$ cat config.mk
export PLATFORM = sky130hd
export DESIGN_NAME = finger_servo_mixer_top_flat
export DESIGN_NICKNAME = d
export VERILOG_FILES = /design/src/sv/fsmix_pkg.sv /design/src/sv/fsmix_if.sv /design/src/sv/finger_servo_mixer_top.sv /design/src/flat_wrapper.sv
export SDC_FILE = /design/constraint.sdc
export NUM_CORES = 2
export LEC_CHECK = 0
export BUFFER_PORTS_ARGS = -buffer_cell sky130_fd_sc_hd__buf_2
export CAP_MARGIN = 20
export CORE_ASPECT_RATIO = 1.75
export CORE_UTILIZATION = 25
export DETAILED_ROUTE_END_ITERATION = 16
export SKIP_LAST_GASP = 1
export SLEW_MARGIN = 25
export SYNTH_ARGS = -nofsm -noshare
export SYNTH_HDL_FRONTEND = slang
export SYNTH_SLANG_ARGS = --single-unit
$ cat constraint.sdc
create_clock -name clk -period 10.44 [get_ports clk]
set_clock_uncertainty 0.1 [all_clocks]
set_input_delay 0.522 -clock clk [delete_from_list [all_inputs] [get_ports clk]]
set_output_delay 0.522 -clock clk [all_outputs]
set_load 0.02 [all_outputs]
$ cat src/sv/fsmix_pkg.sv
package fsmix_pkg;

    // pipeline depth, input register through output register
    localparam int NUM_STAGES = 6;

    // configuration port
    localparam int CFG_INDEX_W = 3;
    localparam int CFG_DATA_W  = 8;

    typedef logic signed [15:0] angle_t;
    typedef logic [7:0]         position_t;

    typedef enum logic [CFG_INDEX_W-1:0] {
        REG_LEFT_MIN  = 3'd0,
        REG_LEFT_MAX  = 3'd1,
        REG_RIGHT_MIN = 3'd2,
        REG_RIGHT_MAX = 3'd3,
        REG_FLEX_MIN  = 3'd4,
        REG_FLEX_MAX  = 3'd5,
        REG_YAW_BIAS  = 3'd6
    } reg_index_t;

    typedef struct packed {
        logic [7:0] left_min;
        logic [7:0] left_max;
        logic [7:0] right_min;
        logic [7:0] right_max;
        logic [7:0] flex_min;
        logic [7:0] flex_max;
        logic [7:0] yaw_bias;
    } cfg_regs_t;

    localparam cfg_regs_t CFG_RESET = '{
        left_min:  8'd0,
        left_max:  8'd180,
        right_min: 8'd0,
        right_max: 8'd180,
        flex_min:  8'd0,
        flex_max:  8'd180,
        yaw_bias:  8'd60
    };

    // input angle limits in degrees
    localparam angle_t PITCH_HI = 16'sd45;
    localparam angle_t YAW_LO   = -16'sd20;
    localparam angle_t YAW_HI   = 16'sd20;
    localparam angle_t FLEX_HI  = 16'sd120;

    // yaw offset that moves -20..20 onto 0..40
    localparam logic signed [5:0] YAW_SHIFT = 6'sd20;

    // q1.16 constants, and an integer gain factor
    localparam logic [16:0] Q_ONE  = 17'd65536;
    localparam logic [16:0] Q_HALF = 17'd32768;
    localparam logic [4:0]  GAIN_FACTOR = 5'd30;

    // reciprocal multipliers for division by small constants
    localparam logic [14:0] DIV45_MUL   = 15'd23302;
    localparam int          DIV45_SHIFT = 20;
    localparam logic [20:0] DIV15_MUL   = 21'd1118482;
    localparam int          DIV15_SHIFT = 24;
    localparam logic [19:0] DIV5_MUL    = 20'd838861;
    localparam int          DIV5_SHIFT  = 22;

endpackage

$ cat src/sv/fsmix_if.sv
// target set channel
interface fsmix_in_if
    import fsmix_pkg::*;
();
    logic   valid;
    logic   ready;
    angle_t pitch_target;
    angle_t yaw_target;
    angle_t flexion_target;

    modport source (output valid, output pitch_target, output yaw_target,
                    output flexion_target, input ready);
    modport sink   (input valid, input pitch_target, input yaw_target,
                    input flexion_target, output ready);
endinterface

// servo position channel
interface fsmix_out_if
    import fsmix_pkg::*;
();
    logic      valid;
    logic      ready;
    position_t left_position;
    position_t right_position;
    position_t flexion_position;

    modport source (output valid, output left_position, output right_position,
                    output flexion_position, input ready);
    modport sink   (input valid, input left_position, input right_position,
                    input flexion_position, output ready);
endinterface

$ cat src/sv/finger_servo_mixer_top.sv
// throughput: one transaction per cycle unless the output stalls; six register
// stages with a valid bit each, every stage drains on its own so bubbles close up
// behind a stalled output
// reset: rst_n clears all stage valid bits and loads the default servo limits
// and yaw bias into the configuration registers
module finger_servo_mixer_top
    import fsmix_pkg::*;
(
    input  logic                   clk,
    input  logic                   rst_n,
    input  logic                   cfg_write,
    input  logic [CFG_INDEX_W-1:0] cfg_index,
    input  logic [CFG_DATA_W-1:0]  cfg_data,
    fsmix_in_if.sink               targets,
    fsmix_out_if.source            positions
);

    // signed division by 45, truncated toward zero
    function automatic logic signed [9:0] div45(input logic signed [14:0] x);
        logic [13:0] mag;
        logic [28:0] prod;
        logic [8:0]  q;
        mag  = x[14] ? 14'(-x) : x[13:0];
        prod = mag * DIV45_MUL;
        q    = prod[DIV45_SHIFT +: 9];
        return x[14] ? -$signed({1'b0, q}) : $signed({1'b0, q});
    endfunction

    // signed division by 120, truncated toward zero
    function automatic logic signed [9:0] div120(input logic signed [15:0] x);
        logic [14:0] mag;
        logic [32:0] prod;
        logic [8:0]  q;
        mag  = x[15] ? 15'(-x) : x[14:0];
        prod = mag[14:3] * DIV15_MUL;
        q    = {1'b0, prod[DIV15_SHIFT +: 8]};
        return x[15] ? -$signed({1'b0, q}) : $signed({1'b0, q});
    endfunction

    // truncate q32 sum toward zero, add flexion gain, clamp to servo limits
    function automatic logic [7:0] finish(input logic signed [43:0] sum,
                                          input logic [3:0] gain,
                                          input logic [7:0] lo,
                                          input logic [7:0] hi);
        logic signed [11:0] whole;
        logic signed [12:0] t;
        logic signed [12:0] g;
        logic [7:0]         r;
        whole = $signed(sum[43:32]);
        t     = whole;
        if (sum[43] && (|sum[31:0]))
        begin
            t = t + 13'sd1;
        end
        g = t + $signed({9'b0, gain});
        if (g < $signed({5'b0, lo}))
        begin
            r = lo;
        end
        else if (g > $signed({5'b0, hi}))
        begin
            r = hi;
        end
        else
        begin
            r = g[7:0];
        end
        return r;
    endfunction

    cfg_regs_t cfg_reg;

    logic [NUM_STAGES-1:0] vld_reg;
    logic [NUM_STAGES-1:0] stg_ready;

    // stage 1: clamped angles
    logic [5:0]        s1_pitch_reg, s1_pitch_next;
    logic signed [5:0] s1_yaw_reg, s1_yaw_next;
    logic [6:0]        s1_flex_reg, s1_flex_next;

    // stage 2: normalised yaw and flexion, mapping products
    logic signed [16:0] s2_ny_reg, s2_ny_next;
    logic [16:0]        s2_nf_reg, s2_nf_next;
    logic signed [14:0] s2_lprod_reg, s2_lprod_next;
    logic signed [14:0] s2_rprod_reg, s2_rprod_next;
    logic signed [15:0] s2_fprod_reg, s2_fprod_next;

    // stage 3: yaw product, gain, mapping quotients
    logic signed [33:0] s3_qmul_reg, s3_qmul_next;
    logic [3:0]         s3_gain_reg, s3_gain_next;
    logic signed [9:0]  s3_lq_reg, s3_lq_next;
    logic signed [9:0]  s3_rq_reg, s3_rq_next;
    logic signed [9:0]  s3_fq_reg, s3_fq_next;

    // stage 4: yaw offset, mapped pitch, flexion position
    logic signed [41:0] s4_offset_reg, s4_offset_next;
    logic signed [10:0] s4_lmap_reg, s4_lmap_next;
    logic signed [10:0] s4_rmap_reg, s4_rmap_next;
    logic [7:0]         s4_fpos_reg, s4_fpos_next;
    logic [3:0]         s4_gain_reg;

    // stage 5: q32 sums
    logic signed [43:0] s5_lsum_reg, s5_lsum_next;
    logic signed [43:0] s5_rsum_reg, s5_rsum_next;
    logic [7:0]         s5_fpos_reg;
    logic [3:0]         s5_gain_reg;

    // stage 6: output register
    logic [7:0] s6_left_reg, s6_left_next;
    logic [7:0] s6_right_reg, s6_right_next;
    logic [7:0] s6_flex_reg;

    // intermediates
    logic [5:0]         yaw_ofs;
    logic [38:0]        ny_prod;
    logic [16:0]        ny_q;
    logic [40:0]        nf_prod;
    logic signed [8:0]  ldiff, rdiff, fdiff;
    logic [16:0]        one_m_nf;
    logic [16:0]        nf_excess;
    logic [21:0]        gain_prod;
    logic signed [10:0] fmap;

    // configuration registers
    always_ff @(posedge clk or negedge rst_n)
    begin
        if (!rst_n)
        begin
            cfg_reg <= CFG_RESET;
        end
        else if (cfg_write)
        begin
            case (cfg_index)
                REG_LEFT_MIN:  cfg_reg.left_min  <= cfg_data;
                REG_LEFT_MAX:  cfg_reg.left_max  <= cfg_data;
                REG_RIGHT_MIN: cfg_reg.right_min <= cfg_data;
                REG_RIGHT_MAX: cfg_reg.right_max <= cfg_data;
                REG_FLEX_MIN:  cfg_reg.flex_min  <= cfg_data;
                REG_FLEX_MAX:  cfg_reg.flex_max  <= cfg_data;
                REG_YAW_BIAS:  cfg_reg.yaw_bias  <= cfg_data;
                default:       cfg_reg           <= cfg_reg;
            endcase
        end
    end

    // per-stage ready: a stage takes data when empty or when it drains
    always_comb
    begin
        stg_ready[NUM_STAGES-1] = !vld_reg[NUM_STAGES-1] || positions.ready;
        for (int k = NUM_STAGES - 2; k >= 0; k--)
        begin
            stg_ready[k] = !vld_reg[k] || stg_ready[k+1];
        end
    end

    assign targets.ready = stg_ready[0];

    // valid bits
    always_ff @(posedge clk or negedge rst_n)
    begin
        if (!rst_n)
        begin
            vld_reg <= '0;
        end
        else
        begin
            if (stg_ready[0])
            begin
                vld_reg[0] <= targets.valid;
            end
            for (int k = 1; k < NUM_STAGES; k++)
            begin
                if (stg_ready[k])
                begin
                    vld_reg[k] <= vld_reg[k-1];
                end
            end
        end
    end

    // stage 1 logic: clamp input angles
    always_comb
    begin
        if (targets.pitch_target < 16'sd0)
        begin
            s1_pitch_next = 6'd0;
        end
        else if (targets.pitch_target > PITCH_HI)
        begin
            s1_pitch_next = PITCH_HI[5:0];
        end
        else
        begin
            s1_pitch_next = targets.pitch_target[5:0];
        end

        if (targets.yaw_target < YAW_LO)
        begin
            s1_yaw_next = YAW_LO[5:0];
        end
        else if (targets.yaw_target > YAW_HI)
        begin
            s1_yaw_next = YAW_HI[5:0];
        end
        else
        begin
            s1_yaw_next = targets.yaw_target[5:0];
        end

        if (targets.flexion_target < 16'sd0)
        begin
            s1_flex_next = 7'd0;
        end
        else if (targets.flexion_target > FLEX_HI)
        begin
            s1_flex_next = FLEX_HI[6:0];
        end
        else
        begin
            s1_flex_next = targets.flexion_target[6:0];
        end
    end

    // stage 2 logic: normalise yaw and flexion, pitch and flexion products
    always_comb
    begin
        yaw_ofs    = 6'(s1_yaw_reg + YAW_SHIFT);
        ny_prod    = {yaw_ofs, 13'b0} * DIV5_MUL;
        ny_q       = ny_prod[DIV5_SHIFT +: 17];
        s2_ny_next = $signed(ny_q - Q_HALF);

        nf_prod    = {s1_flex_reg, 13'b0} * DIV15_MUL;
        s2_nf_next = nf_prod[DIV15_SHIFT +: 17];

        ldiff = $signed({1'b0, cfg_reg.left_max}) - $signed({1'b0, cfg_reg.left_min});
        rdiff = $signed({1'b0, cfg_reg.right_max}) - $signed({1'b0, cfg_reg.right_min});
        fdiff = $signed({1'b0, cfg_reg.flex_max}) - $signed({1'b0, cfg_reg.flex_min});

        s2_lprod_next = $signed({1'b0, s1_pitch_reg}) * ldiff;
        s2_rprod_next = $signed({1'b0, s1_pitch_reg}) * rdiff;
        s2_fprod_next = $signed({1'b0, s1_flex_reg}) * fdiff;
    end

    // stage 3 logic: yaw times remaining flexion, gain, divide mappings
    always_comb
    begin
        one_m_nf     = Q_ONE - s2_nf_reg;
        s3_qmul_next = s2_ny_reg * $signed({1'b0, one_m_nf});

        nf_excess = s2_nf_reg - Q_HALF;
        gain_prod = nf_excess * GAIN_FACTOR;
        s3_gain_next = (s2_nf_reg > Q_HALF) ? gain_prod[16 +: 4] : 4'd0;

        s3_lq_next = div45(s2_lprod_reg);
        s3_rq_next = div45(s2_rprod_reg);
        s3_fq_next = div120(s2_fprod_reg);
    end

    // stage 4 logic: scale by bias, add mapping minimums
    always_comb
    begin
        s4_offset_next = s3_qmul_reg * $signed({1'b0, cfg_reg.yaw_bias});
        s4_lmap_next   = $signed({3'b0, cfg_reg.left_min}) + s3_lq_reg;
        s4_rmap_next   = $signed({3'b0, cfg_reg.right_min}) + s3_rq_reg;
        fmap           = $signed({3'b0, cfg_reg.flex_min}) + s3_fq_reg;
        s4_fpos_next   = fmap[7:0];
    end

    // stage 5 logic: q32 sums with yaw offset
    always_comb
    begin
        s5_lsum_next = $signed({s4_lmap_reg, 32'b0}) + s4_offset_reg;
        s5_rsum_next = $signed({s4_rmap_reg, 32'b0}) - s4_offset_reg;
    end

    // stage 6 logic: truncate, gain, clamp
    always_comb
    begin
        s6_left_next  = finish(s5_lsum_reg, s5_gain_reg,
                               cfg_reg.left_min, cfg_reg.left_max);
        s6_right_next = finish(s5_rsum_reg, s5_gain_reg,
                               cfg_reg.right_min, cfg_reg.right_max);
    end

    // pipeline payload registers
    always_ff @(posedge clk)
    begin
        if (stg_ready[0])
        begin
            s1_pitch_reg <= s1_pitch_next;
            s1_yaw_reg   <= s1_yaw_next;
            s1_flex_reg  <= s1_flex_next;
        end
        if (stg_ready[1])
        begin
            s2_ny_reg    <= s2_ny_next;
            s2_nf_reg    <= s2_nf_next;
            s2_lprod_reg <= s2_lprod_next;
            s2_rprod_reg <= s2_rprod_next;
            s2_fprod_reg <= s2_fprod_next;
        end
        if (stg_ready[2])
        begin
            s3_qmul_reg <= s3_qmul_next;
            s3_gain_reg <= s3_gain_next;
            s3_lq_reg   <= s3_lq_next;
            s3_rq_reg   <= s3_rq_next;
            s3_fq_reg   <= s3_fq_next;
        end
        if (stg_ready[3])
        begin
            s4_offset_reg <= s4_offset_next;
            s4_lmap_reg   <= s4_lmap_next;
            s4_rmap_reg   <= s4_rmap_next;
            s4_fpos_reg   <= s4_fpos_next;
            s4_gain_reg   <= s3_gain_reg;
        end
        if (stg_ready[4])
        begin
            s5_lsum_reg <= s5_lsum_next;
            s5_rsum_reg <= s5_rsum_next;
            s5_fpos_reg <= s4_fpos_reg;
            s5_gain_reg <= s4_gain_reg;
        end
        if (stg_ready[5])
        begin
            s6_left_reg  <= s6_left_next;
            s6_right_reg <= s6_right_next;
            s6_flex_reg  <= s5_fpos_reg;
        end
    end

    // output channel
    assign positions.valid            = vld_reg[NUM_STAGES-1];
    assign positions.left_position    = s6_left_reg;
    assign positions.right_position   = s6_right_reg;
    assign positions.flexion_position = s6_flex_reg;

endmodule

$ cat src/flat_wrapper.sv
// flat-port wrapper written by rule: the top's interface ports become plain ports
module finger_servo_mixer_top_flat import fsmix_pkg::*;
  (clk, rst_n, cfg_write, cfg_index, cfg_data, targets_valid, targets_pitch_target, targets_yaw_target, targets_flexion_target, targets_ready, positions_valid, positions_left_position, positions_right_position, positions_flexion_position, positions_ready);
  fsmix_in_if targets_i ();
  fsmix_out_if positions_i ();
  input  logic clk;
  input  logic rst_n;
  input  logic cfg_write;
  input  logic [CFG_INDEX_W-1:0] cfg_index;
  input  logic [CFG_DATA_W-1:0] cfg_data;
  input wire logic [$bits(targets_i.valid)-1:0] targets_valid;
  input wire logic [$bits(targets_i.pitch_target)-1:0] targets_pitch_target;
  input wire logic [$bits(targets_i.yaw_target)-1:0] targets_yaw_target;
  input wire logic [$bits(targets_i.flexion_target)-1:0] targets_flexion_target;
  output wire logic [$bits(targets_i.ready)-1:0] targets_ready;
  output wire logic [$bits(positions_i.valid)-1:0] positions_valid;
  output wire logic [$bits(positions_i.left_position)-1:0] positions_left_position;
  output wire logic [$bits(positions_i.right_position)-1:0] positions_right_position;
  output wire logic [$bits(positions_i.flexion_position)-1:0] positions_flexion_position;
  input wire logic [$bits(positions_i.ready)-1:0] positions_ready;
  assign targets_i.valid = targets_valid;
  assign targets_i.pitch_target = targets_pitch_target;
  assign targets_i.yaw_target = targets_yaw_target;
  assign targets_i.flexion_target = targets_flexion_target;
  assign targets_ready = targets_i.ready;
  assign positions_valid = positions_i.valid;
  assign positions_left_position = positions_i.left_position;
  assign positions_right_position = positions_i.right_position;
  assign positions_flexion_position = positions_i.flexion_position;
  assign positions_i.ready = positions_ready;
  finger_servo_mixer_top u_core (.clk(clk), .rst_n(rst_n), .cfg_write(cfg_write), .cfg_index(cfg_index), .cfg_data(cfg_data), .targets(targets_i), .positions(positions_i));
endmodule
==> impl_metrics.ini <==
[run_status]
outcome = complete, no violations

[setup_path]
path_common_cell = ha_1
startpoint = u_core.s2_lprod_reg[0]$_DFFE_PP_
cpPeakStageDelay_ns = 0.67
cp.arrival_ns = 9.38
critPathKind = reg -> reg
crit_family = adder cells
path_max_fanout = 5
required_ns = 10.70
crit_path_top_delay_cell = or4b_2
cp-start-kind = flip-flop
critPathBufInv = 3
regToRegStartpoint = u_core.s2_lprod_reg[0]$_DFFE_PP_
crit_path_end_kind = flip-flop

[cts]
cts_inserted_buffers = 45
clock_latency_ns = 0.66
postCtsResizedCells = 0
ctsRootBufferMaster = clkbuf_16
h-tree-depth = 2
clk_pin_slew_worst_paths_ns = 0.07
post_cts_buffers = 0
clockBufferDepth = 3
numClockSinks = 426
cts_tree = yes

[cells_and_area]
fillCellCount = 23175
regArea_sq_um = 12500
drive_gt1_share_pct = 4.76
multi_input_area_sq_um = 38700
final_util_pct = 27.6
largest_reg_flops = 56
area_delta_synth_final_pct = 9.86
layout.nets = 7197

[logic_synthesis]
ys_types = 82
synth_nets = 7131
synth.avg_cell_area_sq_um = 9.91
synth_flop_cell = edfxtp_1
netlist_top_cells_count = inv_1 (1140), ha_1 (744), fa_1 (696)
yosysMostFrequentCell = inv_1
synth_top_area_share_pct = 25.0
synth_edf_count = 364
syn_inst = 5627
ys_seq_area_share_pct = 22.4
ys_top_cells_by_area = fa_1 (25%), edfxtp_1 (20%), ha_1 (17%), inv_1 (7.7%), and2_1 (4.9%)
synthArstFlopShare_pct = 14.6
syn_area_sq_um = 55800
ys.warnings.count = 0
synth_seq_cells = 426
synth_top_area_cell = fa_1

[route]
remaining_drc_errors = 0
drt_iter0_drc = 1308
routedWlPerCell_microns = 14.7
viasPerCell = 4.41
drt_wl_total_microns = 127000
num_vias = 38000
ant_nets = 0
drt_pass1_iterations = 5

[sta]
min_period_ns = 9.12
fin_setup_tns_ns = 0
slew-limit-headroom_pct = 31.2
slew_violations = 0
setup_viol = 0
post-route-period-util_pct = 87.4
tightest_slew_ns = 1.03
fmax_ghz = 0.110
rsz0062_at_grt = false
hold_violations = 0

[floorplan]
fp-row-count = 229
fp.dieW_microns = 359
die_area_sq_um = 225000
initial_core_util_pct = 25.1
fp.dieH_microns = 627
io-pin-count = 90
core_sq_um = 222000

[global_route]
grt_pass1_wl_microns = 210000
grtUsageTotal_pct = 11.4
grt_pass1_vias = 42231
grt_max_degree = 82
overflow = 0
antenna_found_initial = 16

[flow_run]
drv_cap = 0

[placed_design]
port_buffers = 89
gp_congestion = 0.876
dp_hpwl_microns = 107000

[min_path]
hp-class = in -> reg
worst_hold_startpoint = targets_pitch_target[1]
-- cell type report --
cell class | count | share of cell area, %
antenna | 3 | 0.0123
timing repair buffer | 127 | 1.22
sequential | 426 | 20.4
tap | 2887 | 5.89
clock buffer | 56 | 1.96
inverter | 1140 | 6.98
clock inverter | 28 | 0.414
multi-input combinational | 3953 | 63.1
-- per-layer routing --
layer	vias to the layer above	track usage [%]	routed length [microns]	share of wire (%)
met5	-	0	68	0.054
met4	12	4.06	4310	3.4
met3	222	1.02	3650	2.9
met2	542	23.4	71100	56
met1	19030	11.8	47400	37
li1	18194	-	-	-
-- placed cells by master, fill, tap and decap left out, types with 55 or more instances in the layout --
cell      synthesis  routed
inv_1          1140    1138
ha_1            744     744
fa_1            696     696
nand2_1         454     452
and2_1          434     434
edfxtp_1        364     364
xnor2_1         289     283
a21oi_1         179     179
nor2_1          174     174
o21ai_0         170     170
xor2_1           95      95
buf_2             1      89
a21o_1           78      78
nor2b_1          73      73
nand2b_1         55      55
-- final timing paths --
kind                       slack (ns)                                             end  depth (start not counted)
min                              0.07            u_core.s1_pitch_reg[1]$_SDFFCE_PP0P_                          2
max in group asynchronous        9.12                   u_core.cfg_reg[6]$_DFFE_PN0P_                          3
max                              1.32                   u_core.s3_lq_reg[8]$_DFFE_PP_                         27
min reg2reg                      0.32  u_core.positions.flexion_position[3]$_DFFE_PP_                          0
max reg2reg                      1.32                   u_core.s3_lq_reg[8]$_DFFE_PP_                         27
min in group asynchronous        0.49                   u_core.vld_reg[5]$_DFFE_PN0P_                          3
-- metrics by stage --
stage	setup WS [ns]	std cells	cell area, sq um	hold slack (ns)
floorplan	2.45	5627	55800	0.126
global placement	1.46	8530	59800	0.304
detailed placement	1.42	8530	59800	0.307
CTS	1.32	8617	61300	0.0176
global route	0.670	8619	61300	0.0709
finish	1.32	8620	61300	0.0698
-- kinds of logic (layout without fill, tap and decap cells) --
family                   count (synthesis)  in the layout  share of synthesized area, %
XOR/XNOR                               384            384                          6.03
AO/OA/AOI/OAI                          659            659                          7.50
buffers and inverters                 1248           1351                          8.41
flip-flops                             426            426                          22.4
other                                    0              3                             0
adder cells (fa/ha/maj)               1441           1441                          41.7
multiplexers                            40             40                         0.778
AND/OR/NAND/NOR                       1429           1429                          13.2
-- what timing repair did --
| item | 4_1_cts | 5_1_grt |
|---|---|---|
| hold endpoints to repair | 28 | 0 |
| endpoints found under the setup margin | 0 | 0 |
| hold buffers | 3 | 0 |
Power is not shown: default switching activity piles up to over one toggle a cycle in this logic, so the estimate is an artifact.
